==> src/hdl/upd_pkg.sv <==
package upd_pkg;

   // decoder phases
   typedef enum logic [1:0] {
      PH_SKIP  = 2'd0,
      PH_COPY  = 2'd1,
      PH_PCT   = 2'd2,
      PH_DIGIT = 2'd3
   } phase_type;

   // characters with a meaning of their own
   localparam logic [7:0] CHAR_NUL   = 8'h00;
   localparam logic [7:0] CHAR_SPACE = 8'h20;
   localparam logic [7:0] CHAR_PLUS  = 8'h2B;
   localparam logic [7:0] CHAR_PCT   = 8'h25;
   localparam logic [7:0] CHAR_TAB   = 8'h09;
   localparam logic [7:0] CHAR_CR    = 8'h0D;
   localparam logic [7:0] CHAR_0     = 8'h30;
   localparam logic [7:0] CHAR_9     = 8'h39;
   localparam logic [7:0] CHAR_UA    = 8'h41;
   localparam logic [7:0] CHAR_UF    = 8'h46;
   localparam logic [7:0] CHAR_LA    = 8'h61;
   localparam logic [7:0] CHAR_LF    = 8'h66;

   // offset from the low nibble of a letter to its hex value
   localparam logic [3:0] LETTER_OFFSET = 4'd9;

   // results one item can cause
   localparam int unsigned MAX_RESULTS = 3;

   typedef struct packed {
      logic [7:0] data;
      logic       last;
   } rsp_entry_type;

   // decoded results of one item, entry 0 goes out first
   typedef struct packed {
      logic [1:0]                        count;
      rsp_entry_type [MAX_RESULTS-1:0]   ent;
   } dec_out_type;

   // result buffer status towards the input stage
   typedef struct packed {
      logic       load_ok;
      logic [1:0] count;
   } buf_status_type;

   function automatic logic is_ws(input logic [7:0] c);
      return (c == CHAR_SPACE) || ((c >= CHAR_TAB) && (c <= CHAR_CR));
   endfunction

   function automatic logic is_digit(input logic [7:0] c);
      return (c >= CHAR_0) && (c <= CHAR_9);
   endfunction

   function automatic logic is_hex(input logic [7:0] c);
      return is_digit(c) || ((c >= CHAR_UA) && (c <= CHAR_UF)) ||
             ((c >= CHAR_LA) && (c <= CHAR_LF));
   endfunction

   // nibble value of a hex digit, letters of either case
   function automatic logic [3:0] hex_val(input logic [7:0] c);
      return is_digit(c) ? c[3:0] : (c[3:0] + LETTER_OFFSET);
   endfunction

endpackage

==> src/hdl/upd_decode.sv <==
module upd_decode (
   input  logic                 clock,
   input  logic                 reset,
   input  logic                 advance,
   input  logic [7:0]           in_byte,
   output upd_pkg::dec_out_type dec_out
);

   upd_pkg::phase_type     phase_ff, phase_in;
   logic [7:0]             held_ff, held_in;
   logic                   cp_emit;
   upd_pkg::rsp_entry_type cp_ent;
   upd_pkg::phase_type     cp_phase;
   upd_pkg::rsp_entry_type pct_ent;

   // handling of a byte as in the copying phase
   always_comb begin
      cp_emit  = 1'b1;
      cp_ent   = '{data: in_byte, last: 1'b0};
      cp_phase = upd_pkg::PH_COPY;
      priority if (in_byte == upd_pkg::CHAR_NUL) begin
         cp_ent   = '{data: upd_pkg::CHAR_NUL, last: 1'b1};
         cp_phase = upd_pkg::PH_SKIP;
      end else if (in_byte == upd_pkg::CHAR_PLUS) begin
         cp_ent = '{data: upd_pkg::CHAR_SPACE, last: 1'b0};
      end else if (in_byte == upd_pkg::CHAR_PCT) begin
         cp_emit  = 1'b0;
         cp_phase = upd_pkg::PH_PCT;
      end else begin
         // ordinary byte goes out as it is
         cp_ent = '{data: in_byte, last: 1'b0};
      end
   end

   // per phase results and next state
   always_comb begin
      pct_ent  = '{data: upd_pkg::CHAR_PCT, last: 1'b0};
      dec_out  = '0;
      phase_in = phase_ff;
      held_in  = held_ff;
      unique case (phase_ff)
         upd_pkg::PH_SKIP: begin
            if (!upd_pkg::is_ws(in_byte)) begin
               dec_out.count  = {1'b0, cp_emit};
               dec_out.ent[0] = cp_ent;
               phase_in       = cp_phase;
            end
         end
         upd_pkg::PH_COPY: begin
            dec_out.count  = {1'b0, cp_emit};
            dec_out.ent[0] = cp_ent;
            phase_in       = cp_phase;
         end
         upd_pkg::PH_PCT: begin
            if (upd_pkg::is_hex(in_byte)) begin
               held_in  = in_byte;
               phase_in = upd_pkg::PH_DIGIT;
            end else begin
               dec_out.count  = 2'd1 + {1'b0, cp_emit};
               dec_out.ent[0] = pct_ent;
               dec_out.ent[1] = cp_ent;
               phase_in       = cp_phase;
            end
         end
         upd_pkg::PH_DIGIT: begin
            if (upd_pkg::is_hex(in_byte)) begin
               dec_out.count  = 2'd1;
               dec_out.ent[0] = '{data: {upd_pkg::hex_val(held_ff),
                                         upd_pkg::hex_val(in_byte)},
                                  last: 1'b0};
               phase_in       = upd_pkg::PH_COPY;
            end else begin
               dec_out.count  = 2'd2 + {1'b0, cp_emit};
               dec_out.ent[0] = pct_ent;
               dec_out.ent[1] = '{data: held_ff, last: 1'b0};
               dec_out.ent[2] = cp_ent;
               phase_in       = cp_phase;
            end
         end
      endcase
   end

   // state update once the item moves on
   always_ff @(posedge clock) begin
      if (reset) begin
         phase_ff <= upd_pkg::PH_SKIP;
         held_ff  <= '0;
      end else if (advance) begin
         phase_ff <= phase_in;
         held_ff  <= held_in;
      end
   end

endmodule

==> src/hdl/upd_rsp_buf.sv <==
module upd_rsp_buf (
   input  logic                    clock,
   input  logic                    reset,
   input  logic                    load,
   input  upd_pkg::dec_out_type    dec_out,
   output upd_pkg::buf_status_type status,
   output logic                    rsp_tvalid,
   input  logic                    rsp_tready,
   output logic [7:0]              rsp_tdata,
   output logic                    rsp_tlast
);

   upd_pkg::rsp_entry_type [upd_pkg::MAX_RESULTS-1:0] ent_ff;
   logic [1:0] count_ff;
   logic       pop;

   assign pop            = (count_ff != 2'd0) && rsp_tready;
   assign status.count   = count_ff;
   assign status.load_ok = (count_ff == 2'd0) || ((count_ff == 2'd1) && pop);

   assign rsp_tvalid = (count_ff != 2'd0);
   assign rsp_tdata  = ent_ff[0].data;
   assign rsp_tlast  = ent_ff[0].last;

   // fill level
   always_ff @(posedge clock) begin
      if (reset) begin
         count_ff <= '0;
      end else if (load) begin
         count_ff <= dec_out.count;
      end else if (pop) begin
         count_ff <= count_ff - 2'd1;
      end
   end

   // result entries, entry 0 faces the port
   always_ff @(posedge clock) begin
      if (load) begin
         ent_ff <= dec_out.ent;
      end else if (pop) begin
         ent_ff[0] <= ent_ff[1];
         ent_ff[1] <= ent_ff[2];
      end
   end

endmodule

==> src/hdl/url_percent_decoder_core.sv <==
// channel   direction  tdata              tuser/tlast
// req       in         [7:0] in_byte      -
// rsp       out        [7:0] out_byte     tlast = out_last
//
// at most one input item per cycle while req_tready is high; each item yields
// zero to three result items, sent one per cycle while rsp_tready is high.
// the path runs through the input register and then the result buffer.
// the input register takes a new item whenever the buffer can load.
// synchronous active-high reset returns to whitespace skipping.
// stalls on rsp hold the buffer and, through it, the req channel.
module url_percent_decoder_core (
   input  logic       clock,
   input  logic       reset,
   input  logic       req_tvalid,
   output logic       req_tready,
   input  logic [7:0] req_tdata,   // [7:0] in_byte
   output logic       rsp_tvalid,
   input  logic       rsp_tready,
   output logic [7:0] rsp_tdata,   // [7:0] out_byte
   output logic       rsp_tlast
);

   logic                    in_valid_ff;
   logic [7:0]              in_byte_ff;
   logic                    advance;
   upd_pkg::dec_out_type    dec_out;
   upd_pkg::buf_status_type status;

   assign advance    = in_valid_ff && status.load_ok;
   assign req_tready = !in_valid_ff || advance;

   // input register
   always_ff @(posedge clock) begin
      if (reset) begin
         in_valid_ff <= 1'b0;
      end else if (req_tready) begin
         in_valid_ff <= req_tvalid;
      end
   end

   always_ff @(posedge clock) begin
      if (req_tvalid && req_tready) begin
         in_byte_ff <= req_tdata;
      end
   end

   upd_decode u_decode (
      .clock   (clock),
      .reset   (reset),
      .advance (advance),
      .in_byte (in_byte_ff),
      .dec_out (dec_out)
   );

   upd_rsp_buf u_rsp_buf (
      .clock      (clock),
      .reset      (reset),
      .load       (advance),
      .dec_out    (dec_out),
      .status     (status),
      .rsp_tvalid (rsp_tvalid),
      .rsp_tready (rsp_tready),
      .rsp_tdata  (rsp_tdata),
      .rsp_tlast  (rsp_tlast)
   );

   // buffer never holds more than one item's results
   a_count_max: assert property (@(posedge clock) disable iff (reset)
      status.count <= 2'd3)
      else $error("result buffer overfilled");

   // a terminator always produces a result
   a_nul_out: assert property (@(posedge clock) disable iff (reset)
      (advance && (in_byte_ff == upd_pkg::CHAR_NUL)) |=> rsp_tvalid)
      else $error("terminator gave no result");

   // a loaded terminator set is closed by a last flag
   a_nul_last: assert property (@(posedge clock) disable iff (reset)
      (advance && (in_byte_ff == upd_pkg::CHAR_NUL)) |->
         dec_out.ent[dec_out.count - 2'd1].last)
      else $error("terminator result without last");

endmodule
==> config.mk <==
export PLATFORM = sky130hd
export DESIGN_NAME = url_percent_decoder_core
export DESIGN_NICKNAME = d
export VERILOG_FILES = /design/src/hdl/upd_pkg.sv /design/src/hdl/upd_decode.sv /design/src/hdl/upd_rsp_buf.sv /design/src/hdl/url_percent_decoder_core.sv
export SDC_FILE = /design/constraint.sdc
export NUM_CORES = 1
export LEC_CHECK = 0
export CAP_MARGIN = 30
export CORE_MARGIN = 2
export CORE_UTILIZATION = 51
export CTS_CLUSTER_DIAMETER = 50
export DETAILED_ROUTE_END_ITERATION = 8
export DONT_BUFFER_PORTS = 1
export GPL_ROUTABILITY_DRIVEN = 0
export PLACE_DENSITY = 0.66
export SETUP_SLACK_MARGIN = 0.4
export SLEW_MARGIN = 15
export SYNTH_ARGS = -nofsm -noshare
export SYNTH_HDL_FRONTEND = slang
export SYNTH_HIERARCHICAL = 1
export SYNTH_SLANG_ARGS = --single-unit
==> constraint.sdc <==
create_clock -name clock -period 3 [get_ports clock]
set_input_delay 0.9 -clock clock [delete_from_list [all_inputs] [get_ports clock]]
set_output_delay 0.9 -clock clock [all_outputs]
set_load 0.01 [all_outputs]
==> flow_metrics.py, run 1 <==
metrics = {
    "pwr": {
        "power.leakage_nw": 1.02,
        "p_total_w": 0.00162,
        "peakVddDrop_mv": 0.322,
        "powerDensity_nw_per_um2": 543,
    },
    "grt": {
        "antenna_found_initial": 0,
        "grt_overflow": 0,
        "grt_max_degree": 27,
        "grt_first_pass_wirelength_um": 9030,
        "grt_pass1_vias": 1803,
        "track_usage_pct": 18.7,
    },
    "drt": {
        "viasPerCell": 5.91,
        "via_count": 1897,
        "drt_first_pass_iters": 4,
        "routed_wl_um": 5550,
        "wl_per_cell_um": 17.3,
        "drc": 0,
        "drt-initial-drc-count": 164,
        "ant_nets": 0,
    },
    "cells_and_area": {
        "nFillCells": 514,
        "multiInputGateArea_um2": 1380,
        "finalNetCount": 271,
        "drive_above_1_share_pct": 18.1,
        "synthToLayoutAreaGrowth_pct": 3.70,
        "seq_area_um2": 1310,
        "antenna_cells": 0,
        "final_cell_count_no_fill": 321,
        "finalInstanceArea_um2": 2980,
    },
    "cts": {
        "clock_sinks": 48,
        "clk_pin_slew_ns": 0.09,
        "tritoncts": "done",
        "cts_buffers": 5,
        "clk_latency_ns": 0.30,
        "ctsHoldBuffers": 0,
        "htreeDepth": 2,
        "cts.path.max_buffers": 2,
        "cts-root-buf": "clkbuf_8",
    },
    "worst_setup_path": {
        "path_max_fanout": 7,
        "end_kind": "flip-flop",
        "worst_ep_required_time_ns": 3.06,
        "critPathArrivalTime_ns": 2.47,
        "critPathKind": "flip-flop to flip-flop",
        "start_kind": "flip-flop",
    },
    "floorplanning": {
        "num_rows": 27,
        "dieArea_um2": 6250,
        "pin_count": 23,
        "die_w_um": 79.0,
        "fp.dieH_um": 79.0,
        "design.core.area_um2": 5470,
        "initial_core_util_pct": 52.5,
    },
    "logic_synthesis": {
        "synth_seq_area_share_pct": 45.7,
        "synth_area_leaders": "edfxtp_1 (37%), dfxtp_1 (9.1%), mux2_2 (7.1%)",
        "async_flop_share_pct": 0,
        "syn_inst": 259,
        "yosysTopAreaCell": "edfxtp_1",
        "synthDistinctLibCells": 58,
        "syn_area_per_cell_um2": 11.1,
        "synth_warnings": 6,
        "synth_top_area_share_pct": 36.6,
        "syn_area_um2": 2870,
        "synth_edf_count": 35,
        "yosys_register_bits": 48,
        "synth_ff_type": "edfxtp_1",
        "synth_fp_nets": 282,
    },
    "timing": {
        "slew_violations": 0,
        "post-route-min-period_ns": 2.41,
        "finalHoldViolations": 0,
        "slew-limit-headroom_pct": 63.8,
        "max_freq_mhz": 415,
        "finalSetupTns_ns": 0,
        "rsz0062_at_grt": "no",
        "clock_skew_ns": 0.00592,
        "setup_viol": 0,
        "worst_slew_pin_slew_ns": 0.543,
        "finalCritPeriodShare_pct": 80.3,
        "holdWs_ns": 0.497,
    },
    "place": {
        "placed_area_um2": 2840,
        "port_buffers": 0,
        "placed_cells": 312,
        "dp_hpwl_um": 3870,
    },
    "worst_hold_path": {
        "min_path_type": "flip-flop to flip-flop",
    },
    "run": {
        "max_cap_violations": 0,
    },
    "outcome": {
        "status": "complete, no violations",
    },
}
## worst max-delay path, cell delays in order (launching register included)
cell and delay [ns]:
edfxtp_1 0.44, inv_1 0.17, ha_1 0.18, or4b_4 0.45
or2_1 0.33, nand3_1 0.18, o211ai_1 0.12, mux2_2 0.30
## routing by layer
metal / track usage (%) / up-vias / share of wire (%)
li1: - / 915 / -
met1: 26.0 / 916 / 46
met2: 29.3 / 59 / 48
met3: 3.52 / 7 / 5.1
met4: 6.38 / 0 / 1.3
met5: 0 / - / 0
## flip-flops by register name, indices dropped and copies added, names as in the netlist
register and flops:
u_rsp_buf/ent_ff 18, u_rsp_buf/count_ff 2, in_byte_ff 8, u_decode/held_ff 8, u_rsp_buf/rsp_tdata 8, u_rsp_buf/rsp_tlast 1, u_decode/phase_ff 2, in_valid_ff 1
## cell families after synthesis
kind of cell | share of synthesized area [%]
AO/OA/AOI/OAI | 10.9
XOR/XNOR | 0.610
adder cells (fa/ha/maj) | 4.79
buffers and inverters | 6.58
flip-flops | 45.7
multiplexers | 12.3
AND/OR/NAND/NOR | 19.2
## cells in the mapped netlist (3+ instances only)
library cell   n
a21o_1         5
a21oi_1       10
buf_2          7
buf_4          9
clkbuf_1       4
dfxtp_1       13
edfxtp_1      35
ha_1          11
inv_1         13
mux2_2        18
mux2i_1       15
nand2_1       12
nand2b_1      14
nand3_1        5
nand3b_1       3
nand4b_1       3
nand4bb_1      3
nor2_1        20
o211ai_1       3
o21ai_0        3
o22ai_1        3
## cell usage in the layout, fill, tap and decap left out, drive strengths merged, types with 4 or more instances in the layout
cell     n
inv     13
buf      4
and2     4
nand3    5
clkbuf   5
nand2   12
edfxtp  35
a21oi   12
mux2i   15
nand2b  15
a21o     5
nor2    20
dfxtp   13
o21ai    4
mux2    18
ha      11
## layout make-up
| class | instances | share of cell area [%] |
|---|---|---|
| tap | 72 | 3.03 |
| multi-input combinational | 176 | 46.4 |
| timing repair buffer | 4 | 1.01 |
| clock buffer | 5 | 2.31 |
| sequential | 48 | 44.0 |
| inverter | 13 | 1.64 |
| clock inverter | 3 | 1.60 |
## power by group
part / internal, W / switching, W / total, W
clock: 0.000251 / 0.000223 / 0.000474
sequential: 0.000818 / 0.0000598 / 0.000878
combinational: 0.000121 / 0.000143 / 0.000264
total: 0.00119 / 0.000426 / 0.00162
## worst paths after layout
| kind | slack [ns] | start | end | depth (start not counted) |
|---|---|---|---|---|
| worst max-delay path | 0.59 | in_byte_ff[0] | u_rsp_buf/rsp_tdata[0] | 7 |
| worst min-delay path | 0.50 | u_decode/held_ff[7] | u_decode/held_ff[7] | 1 |
| worst max register to register | 0.59 | in_byte_ff[0] | u_rsp_buf/rsp_tdata[0] | 7 |
| worst min register to register | 0.50 | u_decode/held_ff[7] | u_decode/held_ff[7] | 1 |
## per-stage QoR
stage | util [%] | setup WS [ns]
CTS | 54.2 | 0.430
floorplan | - | 0.732
finish | 54.4 | 0.590
detailed placement | 52.0 | 0.335
global route | 54.4 | 0.459
global placement | 52.0 | 0.350
## timing repair
| action | CTS | global route |
|---|---|---|
| gates resized for setup | 1 | 2 |
| setup endpoints to repair | 5 | 12 |
| setup buffers | 0 | 1 |
| cloned | 0 | 0 |
No activity file was read; power rests on OpenSTA's default activity.
==> inputs of run 2 (changes only) <==
==> constraint.sdc (replaced) <==
create_clock -name clock -period 2.4 [get_ports clock]
set_input_delay 0.72 -clock clock [delete_from_list [all_inputs] [get_ports clock]]
set_output_delay 0.72 -clock clock [all_outputs]
set_load 0.01 [all_outputs]
==> run 2 against run 1 <==
  * Non-clock buffer count up 39
  * Power up 33%
  * Register-to-register slack worse by 0.38 ns
  * Wire length up 20%
  * Global-route usage up 2.6 points
  * Critical path type unchanged
  * Largest cell class unchanged
==> flow_metrics.py, run 2 (synthesis results as in run 1) <==
metrics = {
    "outcome": {
        "status": "complete, no violations",
    },
    "pwr": {
        "p_total_w": 0.00215,
        "power.leakage_nw": 1.27,
        "peakVddDrop_mv": 0.477,
        "powerDensity_nw_per_um2": 599,
    },
    "drt": {
        "wl_per_cell_um": 18.5,
        "via_count": 2086,
        "drt-initial-drc-count": 145,
        "drc": 0,
        "ant_nets": 0,
        "drt_first_pass_iters": 4,
        "viasPerCell": 5.79,
        "routed_wl_um": 6650,
    },
    "timing": {
        "rsz0062_at_grt": "yes",
        "finalCritPeriodShare_pct": 91.1,
        "setup_viol": 0,
        "slew-limit-headroom_pct": 72.0,
        "finalHoldViolations": 0,
        "max_freq_mhz": 457,
        "worst_slew_pin_slew_ns": 0.419,
        "slew_violations": 0,
        "post-route-min-period_ns": 2.19,
        "clock_skew_ns": 0.00433,
        "finalSetupTns_ns": 0,
    },
    "cts": {
        "clk_latency_ns": 0.30,
        "clk_pin_slew_ns": 0.09,
        "tritoncts": "done",
        "cts-root-buf": "clkbuf_8",
        "clock_sinks": 48,
        "cts.path.max_buffers": 2,
        "htreeDepth": 2,
        "cts_buffers": 5,
    },
    "floorplanning": {
        "dieArea_um2": 6250,
        "design.core.area_um2": 5470,
        "die_w_um": 79.0,
        "pin_count": 23,
        "fp.dieH_um": 79.0,
        "num_rows": 27,
        "initial_core_util_pct": 52.5,
    },
    "worst_setup_path": {
        "end_kind": "flip-flop",
        "critPathArrivalTime_ns": 2.25,
        "cp_slowest_cell": "edfxtp_1",
        "worst_ep_required_time_ns": 2.46,
        "ff2ff_setup_slack_ns": 0.21,
        "reg2reg_depth": 8,
        "crit_start": "in_byte_ff[1]",
        "start_kind": "flip-flop",
        "regToRegEndpoint": "u_rsp_buf/rsp_tdata[0]",
        "cpPeakStageDelay_ns": 0.42,
        "critPathKind": "flip-flop to flip-flop",
        "cp-endpoint": "u_rsp_buf/rsp_tdata[0]",
        "r2r_start": "in_byte_ff[1]",
        "cp_cell_sequence": "inv_2 -> buf_4 -> ha_4 -> o21bai_2 -> a21oi_2 -> mux2i_1 -> o211ai_1 -> mux2_4",
        "path_max_fanout": 4,
    },
    "cells_and_area": {
        "largest_reg_flops": 18,
        "drive_above_1_share_pct": 42.4,
        "nFillCells": 426,
        "synthToLayoutAreaGrowth_pct": 24.9,
        "layout_commonest_cell": "edfxtp_1",
        "final_cell_mix": "edfxtp_1 (35), buf_4 (32), mux2_2 (17)",
        "finalNetCount": 310,
        "antenna_cells": 0,
        "largest_register": "u_rsp_buf/ent_ff",
    },
    "grt": {
        "antenna_found_initial": 0,
        "grt_first_pass_wirelength_um": 10100,
        "grt_pass1_vias": 2032,
        "track_usage_pct": 21.3,
        "grt_max_degree": 23,
        "grt_overflow": 0,
    },
    "place": {
        "port_buffers": 0,
        "dp_hpwl_um": 4230,
    },
    "worst_hold_path": {
        "min_path_type": "input pin to flip-flop",
        "holdCritStartpoint": "reset",
    },
    "run": {
        "max_cap_violations": 0,
    },
}
run 2: worst min path at each step:
stage / to / cells after the start / slack [ns]
5_1_grt: u_rsp_buf/count_ff[1] / 1 / 0.44
4_1_cts: in_valid_ff / 1 / 0.46
3_5_place_dp: u_decode/held_ff[4] / 2 / 0.49
3_3_place_gp: u_decode/held_ff[7] / 1 / 0.49
6_report: u_rsp_buf/count_ff[1] / 1 / 0.46
2_1_floorplan: u_decode/held_ff[6] / 2 / 0.46
run 2: timing repair:
action	4_1_cts	5_1_grt
hold buffers	0	0
endpoints found under the setup margin	38	38
pin swaps	11	11
buffers inserted	15	12
gates resized for setup	24	35
run 2: final cells by class:
class / instances / area, µm² / share of cell area, %
Multi-Input combinational cell: 176 / 1630 / 45.5
Sequential cell: 48 / 1310 / 36.6
Tap cell: 72 / 90.1 / 2.51
Clock inverter: 3 / 42.5 / 1.19
Inverter: 13 / 48.8 / 1.36
Timing Repair Buffer: 43 / 390 / 10.9
Clock buffer: 5 / 68.8 / 1.92
run 2: power breakdown:
part	internal, W	switching (W)
registers	0.00102	0.0000607
clock network	0.000309	0.000270
logic	0.000242	0.000245
run 2: layer usage:
metal / GRT usage [%] / share of wire (%)
met5: 0 / 0
met3: 3.64 / 3.3
met2: 38.4 / 52
met4: 8.10 / 2.4
met1: 25.1 / 42
run 2: stage by stage:
step | cells | setup slack (ns) | utilization [%] | hold slack (ns) | instance area [µm²]
after detailed placement | 325 | 0.109 | 54.3 | 0.490 | 2970
after global routing | 360 | 0.175 | 65.5 | 0.445 | 3590
final | 360 | 0.214 | 65.5 | 0.461 | 3590
after floorplan | 259 | 0.171 | - | 0.457 | 2890
after CTS | 348 | 0.287 | 60.6 | 0.461 | 3320
after global placement | 325 | 0.172 | 54.3 | 0.488 | 2970
run 2: worst max-delay path, delay by kind of cell, from the launching register on:
family                     cells  cell delay [ns]
DFF                            1             0.42
AOI/OAI and AO/OA              3             0.51
buffers and inverters          2             0.28
muxes                          2             0.57
adders and majority gates      1             0.16
==> inputs of run 3 (changes only) <==
--- a/config.mk
+++ b/config.mk
@@ -5,6 +5,7 @@
 export SDC_FILE = /design/constraint.sdc
 export NUM_CORES = 1
 export LEC_CHECK = 0
+export ABC_AREA = 1
 export CAP_MARGIN = 30
 export CORE_MARGIN = 2
 export CORE_UTILIZATION = 51
==> run 3 against run 2 <==
  * Wire length shrank 1.8%
  * Global-route usage shrank 0.28 points
  * Register-to-register slack gained 0.18 ns
  * Synthesized area grew 1.7%
  * Sequential share of layout area grew 2.9 points
  * Clock power shrank 13%
  * Die area grew 1.6%
  * Clock-buffer cell count grew 2
  * Sequential cell count is the same
  * Sequential power grew 15%
  * Largest cell class unchanged
  * Largest power group unchanged
==> flow_metrics.py, run 3 <==
metrics = {
    "outcome": {
        "status": "complete, no violations",
    },
    "worst_setup_path": {
        "end_kind": "flip-flop",
        "reg2reg_depth": 14,
        "crit_start": "in_byte_ff[0]",
        "path_max_fanout": 7,
        "start_kind": "flip-flop",
        "critPathArrivalTime_ns": 2.07,
        "cp-endpoint": "u_rsp_buf/ent_ff[13]",
        "critPathKind": "flip-flop to flip-flop",
        "ff2ff_setup_slack_ns": 0.40,
        "r2r_start": "in_byte_ff[0]",
        "regToRegEndpoint": "u_rsp_buf/ent_ff[13]",
        "worst_ep_required_time_ns": 2.46,
    },
    "logic_synthesis": {
        "yosys.area_share.adder_pct": 4.71,
        "synth_fp_nets": 392,
        "synth.most_common_cell": "nand2_1",
        "yosys_register_bits": 48,
        "yosysTopAreaCell": "edfxtp_1",
        "synthDistinctLibCells": 35,
        "synth_seq_area_share_pct": 44.9,
        "syn_area_um2": 2920,
        "syn_area_per_cell_um2": 7.91,
        "synth.area.mux_share_pct": 0,
        "synth_top_family_by_area": "simple AND/OR/NAND/NOR gates",
        "async_flop_share_pct": 0,
        "synth_area_leaders": "edfxtp_1 (36%), nand2_1 (16%), dfxtp_1 (8.9%)",
        "synth-xor-area-share_pct": 1.20,
        "synth_ff_type": "edfxtp_1",
        "synthTopCellsByCount": "nand2_1 (126), inv_1 (40), edfxtp_1 (35)",
        "synth_warnings": 6,
        "synth_top_area_share_pct": 36.0,
        "synthSimpleGateAreaFrac_pct": 32.1,
        "synth_edf_count": 35,
        "synth-compound-area-share_pct": 6.30,
        "syn_inst": 369,
    },
    "pwr": {
        "p_sw_w": 0.000873,
        "power.leakage_nw": 1.49,
        "peakVddDrop_mv": 0.470,
        "p_total_w": 0.00249,
        "powerDensity_nw_per_um2": 749,
        "power_frac_comb_pct": 30.2,
        "p_int_w": 0.00162,
        "power.share.clock_pct": 20.2,
        "p_sw_share_pct": 35.0,
        "pwr-share-seq_pct": 49.6,
    },
    "timing": {
        "clock_skew_ns": 0.00478,
        "finalHoldViolations": 0,
        "rsz0062_at_grt": "yes",
        "finalSetupTns_ns": 0,
        "finalCritPeriodShare_pct": 83.4,
        "slew_violations": 0,
        "slew-limit-headroom_pct": 58.5,
        "worst_slew_pin_slew_ns": 0.621,
        "post-route-min-period_ns": 2.00,
        "setup_viol": 0,
        "max_freq_mhz": 499,
        "holdWs_ns": 0.469,
    },
    "cells_and_area": {
        "antenna_cells": 0,
        "seq_area_um2": 1320,
        "multiInputGateArea_um2": 1420,
        "nFillCells": 475,
        "layout_commonest_cell": "nand2_1",
        "final_cell_count_no_fill": 459,
        "utilization_pct": 60.5,
        "largest_reg_flops": 18,
        "drive_above_1_share_pct": 24.0,
        "final_cell_mix": "nand2_1 (117), edfxtp_1 (35), inv_1 (32), nor2_1 (32), buf_4 (24)",
        "finalNetCount": 409,
        "largest_register": "u_rsp_buf/ent_ff",
        "synthToLayoutAreaGrowth_pct": 14.1,
    },
    "cts": {
        "tritoncts": "done",
        "ctsHoldBuffers": 0,
        "clk_latency_ns": 0.30,
        "cts-root-buf": "clkbuf_8",
        "cts.path.max_buffers": 2,
        "clock_sinks": 48,
        "clk_pin_slew_ns": 0.09,
        "htreeDepth": 2,
        "cts_buffers": 5,
    },
    "drt": {
        "drt-initial-drc-count": 192,
        "viasPerCell": 5.47,
        "via_count": 2511,
        "ant_nets": 0,
        "drc": 0,
        "drt_first_pass_iters": 5,
        "routed_wl_um": 6530,
        "wl_per_cell_um": 14.2,
    },
    "grt": {
        "track_usage_pct": 21.0,
        "grt_first_pass_wirelength_um": 10300,
        "grt_pass1_vias": 2188,
        "grt_max_degree": 20,
        "antenna_found_initial": 0,
        "grt_overflow": 0,
    },
    "place": {
        "port_buffers": 0,
        "placed_cells": 429,
        "dp_hpwl_um": 4610,
    },
    "floorplanning": {
        "initial_core_util_pct": 53.0,
        "die_w_um": 79.7,
        "pin_count": 23,
        "design.core.area_um2": 5510,
        "fp.dieH_um": 79.7,
        "num_rows": 27,
        "dieArea_um2": 6340,
    },
    "run": {
        "max_cap_violations": 0,
    },
    "worst_hold_path": {
        "min_path_type": "input pin to flip-flop",
    },
}
==> run 3: cell count changes in the layout (fill, tap and decap cells not counted), moves of 9 or more <==
cell / previous run / this run
nand2_2: 0 / 10
inv_2: 5 / 14
nand4_1: 2 / 13
inv_1: 8 / 32
mux2_2: 17 / 0
nand3_1: 2 / 12
mux2i_1: 15 / 0
nand2_1: 12 / 117
nor2_1: 14 / 32
nand2b_1: 14 / 0
==> run 3: worst max-delay path, stage by stage (launching register included) <==
cell      delay, ns
edfxtp_1       0.43
inv_2          0.14
buf_6          0.12
ha_2           0.18
nand3_2        0.08
nand2_2        0.07
nand3_2        0.12
nand2_4        0.13
nor2_8         0.06
nand2_8        0.10
inv_6          0.05
nand2_1        0.09
o21ai_1        0.07
nand2_1        0.07
nand2_1        0.05
==> run 3: per-layer routing <==
metal / share of wire, % / track usage (%) / vias up
li1: - / - / 1217
met1: 43 / 27.8 / 1156
met2: 48 / 35.4 / 124
met3: 7.3 / 3.05 / 14
met4: 1.6 / 6.55 / 0
met5: 0 / 0 / -
==> run 3: kinds of logic (layout without fill, tap and decap cells) <==
group           after synthesis  count (layout)
buf+inv                      66              84
fa+ha+maj                    11              11
flops                        48              48
compound gates               33              33
xor+xnor                      4               4
simple gates                207             207
==> run 3: timing repair <==
item / 4_1_cts / 5_1_grt
gates resized for setup: 9 / 39
setup buffers: 9 / 13
pin swaps: 0 / 16
setup endpoints to repair: 20 / 20
==> run 3: through the flow <==
stage,setup WS (ns),cell area (µm²)
3_3_place_gp,0.239,2920
3_5_place_dp,0.218,2920
4_1_cts,0.384,3100
5_1_grt,0.279,3330
2_1_floorplan,0.487,2920
6_report,0.397,3330
==> run 3: worst min path at each step <==
stage	to	depth (start not counted)	slack (ns)	from
after CTS	in_valid_ff	1	0.47	reset
after global routing	in_valid_ff	1	0.46	reset
after global placement	u_decode/held_ff[7]	2	0.46	u_decode/held_ff[7]
after detailed placement	u_decode/held_ff[7]	2	0.47	u_decode/held_ff[7]
final	in_valid_ff	1	0.47	reset
after floorplan	u_decode/held_ff[7]	2	0.43	u_decode/held_ff[7]
==> run 3: cell type report <==
class	count	share of cell area [%]
inverters	48	5.64
flip-flops and latches	48	39.5
well taps	72	2.71
clock inverters	1	0.188
repair buffers	28	6.76
multi-input cells	255	42.6
clock buffers	7	2.63
==> run 3: power by group through the flow <==
stage          logic, W  registers [W]  clock network (W)
2_1_floorplan  0.000617        0.00118                  0
3_3_place_gp   0.000608        0.00125                  0
3_5_place_dp   0.000619        0.00126                  0
4_1_cts        0.000665        0.00123           0.000517
5_1_grt        0.000852        0.00126           0.000546
6_report       0.000754        0.00124           0.000504
